--- config.mk ---
export PLATFORM = sky130hd
export DESIGN_NAME = q15mm_ram
export DESIGN_NICKNAME = d
export VERILOG_FILES = /design/src/rtl/core/assert_macros.svh /design/src/rtl/core/q15mm_ram.sv
export SDC_FILE = /design/constraint.sdc
export NUM_CORES = 2
export LEC_CHECK = 0
export BUFFER_PORTS_ARGS = -buffer_cell sky130_fd_sc_hd__buf_2
export CORE_MARGIN = 4
export CORE_UTILIZATION = 40
export DETAILED_ROUTE_END_ITERATION = 7
export PLACE_DENSITY = 0.55
export SLEW_MARGIN = 20
export SYNTH_ARGS = -nofsm -noshare
export SYNTH_HDL_FRONTEND = slang
export SYNTH_SLANG_ARGS = --single-unit
--- constraint.sdc ---
create_clock -name clk -period 2.35 [get_ports clk]
set_input_delay 0.1175 -clock clk [delete_from_list [all_inputs] [get_ports clk]]
set_output_delay 0.1175 -clock clk [all_outputs]
set_load 0.02 [all_outputs]
--- src/rtl/core/assert_macros.svh ---
// assertion helpers, compiled out when SYNTH is defined
`ifndef ASSERT_MACROS_SVH
`define ASSERT_MACROS_SVH

`ifndef SYNTH

// same-cycle implication
`define ASSERT_IMPLY(label, clk, rst, ante, cons) \
  label: assert property (@(posedge clk) disable iff (rst) (ante) |-> (cons)) \
    else $error("same-cycle implication failed");

// next-cycle implication
`define ASSERT_NEXT(label, clk, rst, ante, cons) \
  label: assert property (@(posedge clk) disable iff (rst) (ante) |=> (cons)) \
    else $error("next-cycle implication failed");

`else

`define ASSERT_IMPLY(label, clk, rst, ante, cons)
`define ASSERT_NEXT(label, clk, rst, ante, cons)

`endif

`endif

--- src/rtl/core/q15mm_ram.sv ---
module q15mm_ram #(
  parameter int WIDTH = 16,
  parameter int DEPTH = 256
) (
  input  logic                     clk,
  input  logic                     we,
  input  logic [$clog2(DEPTH)-1:0] waddr,
  input  logic [WIDTH-1:0]         wdata,
  input  logic                     re,
  input  logic [$clog2(DEPTH)-1:0] raddr,
  output logic [WIDTH-1:0]         rdata
);

  logic [WIDTH-1:0] mem [DEPTH];

  always_ff @(posedge clk) begin
    if (we) begin
      mem[waddr] <= wdata;
    end
    if (re) begin
      rdata <= mem[raddr];
    end
  end

endmodule

# After elaboration in Yosys (flattened, before gate mapping)
# Memories as Yosys holds them, arrays and structs flattened. A register that Yosys moved wholly into a read port is not among the register bits.
# Cells that the tools add are included.
# Widths: inputs -> output; s select.
[word_totals]
input_bits = 35
mem_count = 1
ramBits = 4096
romBits = 0
out_inout_bits = 16
latch_bits = 0
regBits = 0
[memory_table]
columns = ["name", "words", "width", "read_ports", "rd_clocked_by_memory_dff", "wr", "line_no", "source"]
rows = [
  ["mem", 256, 16, 1, 1, 1, "q15mm_ram.sv:14", "logic [WIDTH-1:0] mem [DEPTH];"],
]
[classes]
n_mux = 2
n_addsub = 0
bitwise_logic = 0
magnitude_cmp = 0
n_shift = 0
reduce_logical = 0
n_div = 0
n_mul = 0
eq_ne = 0
[ops]
columns = ["op", "n"]
rows = [
  ["$mux 1", 2],
]

# Logic depth before layout (Yosys ltp)
[logic_depth]
word_depth = 2
depth_mapped = 12

# Worst setup path after synthesis
# Ideal clock, no wire load.
[synth_path]
kind = "input to register"
startpoint = "input port raddr[0]"
endpoint = "register rdata[4], read port of mem (data pin)"
path_stages = 8
setup_slack_ns = -0.016
arrival_time_ns = 2.101
required_ns = 2.085
setup_ns = 0.265
path_cell_list = "buf_6 > buf_6 > buf_2 > mux4_2 > mux4_2 > a22o_1 > o32ai_2 > nor4_2"
[synth_lines]
columns = ["element", "line_no", "source"]
rows = [
  ["from (decl)", "q15mm_ram.sv:10", "input logic [$clog2(DEPTH)-1:0] raddr,"],
  ["to (decl)", "q15mm_ram.sv:11", "output logic [WIDTH-1:0] rdata"],
]

==> flow_summary.toml <==
[place]
dp_hpwl_um = 285000
dp.cells = 13266
finalWeightedCongestion = 0.906
portBuffers = 50
dp_slack_ns = -1.47

[global_routing]
overflow = 0
grt_pass1_wl_um = 635000
track_usage_pct = 21.8
antenna_found_initial = 25
grt_pass1_vias = 81544
grt_max_degree = 114

[route]
drt-vias-per-instance = 5.76
finalWirelength_um = 450000
vias = 81054
drc = 0
detail_route.wl_per_cell_um = 32.0
drt_iter0_drc = 9372
ant_nets = 0
drt-pass1-iter-count = 6

[sta]
finalSetupViolations = 16
maxSlewHeadroom_pct = 29.0
hold_violations = 0
holdWs_ns = 0.0719
rsz0062_at_grt = "true"
slew_viol_final = 0
fin_skew_ns = 0.0639
worst_pin_slew_ns = 1.06
fin_crit_sh_pct = 109
setup_tns_ns = -1.90
min_period_ns = 2.57
layout_setup_ws_ns = -0.223
fmax_mhz = 389

[logic_synthesis]
synth_edf_count = 4112
async_reset_ff_share_pct = 0
ys_types = 51
syn_nets = 7395
yosys_warnings = 0
ys.flop_type = "edfxtp_1"
syn_area_per_cell_um2 = 21.6
synthesis.area_um2 = 159000
ys_ff_latch = 4112
yosysSeqAreaShare_pct = 77.7
syn_inst = 7360

[power_and_ir_drop]
p_comb_share_pct = 5.8
vdd_ir_drop_max_mv = 0.625
intPower_mw = 122
power_density_nw_per_um2 = 820
seqPwrFrac_pct = 52.1
swShare_pct = 21.6
switchingPower_mw = 33.6
power_frac_clock_pct = 42.1
p_leak_nw = 61.1
total_power_mw = 155

[cells_and_area]
drive_gt1_share_pct = 32.1
final_cell_mix = "4112 x edfxtp_1, 797 x mux4_2, 782 x buf_4"
fin_cells = 14075
final_common_cell = "edfxtp_1"
fill_cells = 32018
area_delta_synth_final_pct = 19.4
nets = 8507

[status]
violations = "negative setup slack"
status = "finished, violations left"

[die]
core-area_um2 = 396000
dieArea_um2 = 407000
die_h_um = 638
fp.dieW_um = 638
io_pins = 51
rows = 231
initial_core_util_pct = 40.2

[worst_setup_path]
crit_arrival_ns = 3.30
end_kind = "register"
path_depth = 6
start_kind = "register"
path_buf_inv = 1
slowest_delay_ns = 0.55
critPathTopFamily = "multiplexers"
path_cells = "mux4_2 -> mux4_2 -> a22o_4 -> o32ai_4 -> buf_4 -> nor4_2"
crit_path_frequent_cell = "mux4_2"
worst_path_max_delay_cell = "mux4_2"
reg2regPathDepth = 6
cp_max_fo = 1
path_class = "reg2reg"
critPathRequiredTime_ns = 3.08

[clocking]
insertion_delay_ns = 0.98
clkTransAtPathRegs_ns = 0.06
cts_buffers = 424
clockBufferDepth = 4
root_buffer = "clkbuf_16"
cts_tree = "built"
cts.sinks = 4112
htreeDepth = 5

[worst_hold_path]
min_path_cells = 2
min_path_type = "in2reg"

[flow_run]
cap_violations = 0
==> area by class of cell <==
cell class	instances	area, um2	area share [%]
Sequential cell	4112	123000	65.1
Multi-Input combinational cell	2792	34000	17.9
Timing Repair Buffer	1138	12100	6.39
Clock buffer	519	11100	5.85
Tap cell	5242	6560	3.46
Clock inverter	255	2360	1.25
Antenna cell	13	32.5	0.0172
Inverter	4	27.5	0.0145
==> power groups by stage <==
stage                     Clock, mW  Combinational, mW  Sequential, mW
after floorplan                   0               3.99            82.5
after global placement            0               8.68            82.5
after detailed placement          0               8.80            82.5
after CTS                      66.7               9.05            81.0
after global routing           69.8               9.46            80.9
final                          65.4               9.05            81.0
==> path summary, 6_finish.rpt <==
kind / startpoint / to / slack (ns)
max: mem[59][15] / rdata[15] / -0.22
min: wdata[14] / mem[83][14] / 0.07
max reg2reg: mem[59][15] / rdata[15] / -0.22
min reg2reg: mem[194][11] / rdata[11] / 1.22
==> layer usage <==
layer	share of wire [%]	up-vias	track usage [%]	wire length, um
li1	-	33606	-	-
met1	42	43769	30.9	190000
met2	48	3048	34.9	215000
met3	6.6	629	3.22	29700
met4	3.5	2	7.01	15700
met5	0.0029	-	0	13
==> worst register-to-register path, stage by stage, from the launching register on <==
cell	delay, ns
edfxtp_1	0.38
mux4_2	0.50
mux4_2	0.55
a22o_4	0.32
o32ai_4	0.39
buf_4	0.19
nor4_2	0.03
==> through the flow <==
stage	cell area (um2)	utilization [%]
CTS	189000	47.9
global route	190000	47.9
finish	190000	47.9
detailed placement	175000	44.2
global placement	175000	44.2
floorplan	159000	-
==> sequential cells by signal, indices dropped and copies added (netlist names) <==
name   cells
mem     4096
rdata     16
==> Yosys cell counts (9+ instances only) <==
cell / number / area [um2]
a211oi_1: 18 / 135
mux4_2: 797 / 17900
o221ai_1: 252 / 2210
a22o_1: 32 / 280
nand3_1: 35 / 175
o22ai_1: 148 / 926
nor2b_1: 9 / 56.3
nand4_1: 26 / 163
buf_8: 11 / 165
a22oi_1: 43 / 323
mux2i_1: 565 / 5660
clkbuf_1: 230 / 863
o32ai_1: 20 / 175
buf_4: 26 / 195
nor2_1: 304 / 1140
mux2_2: 88 / 991
edfxtp_1: 4112 / 123000
and3_1: 11 / 68.8
a221oi_1: 28 / 245
o31ai_1: 16 / 120
a21oi_1: 175 / 876
buf_2: 76 / 380
nor3_1: 92 / 460
o21ai_0: 37 / 185
nand2_1: 38 / 143
nor4_1: 17 / 106
buf_6: 77 / 867
buf_1: 27 / 101
==> timing repair <==
action	CTS	global route
resized for setup	135	32
pin swaps	30	8
hold endpoints to repair	4138	0
endpoints found under the setup margin	16	16
hold buffers	26	0
cloned	0	1
setup buffers	0	0
==> logic make-up after synthesis <==
logic type,share of synthesized area [%]
buffers and inverters,1.69
AOI/OAI and AO/OA,3.53
DFF,77.7
muxes,15.5
and+or+nand+nor,1.57
Power figures use the tool's default switching activity.
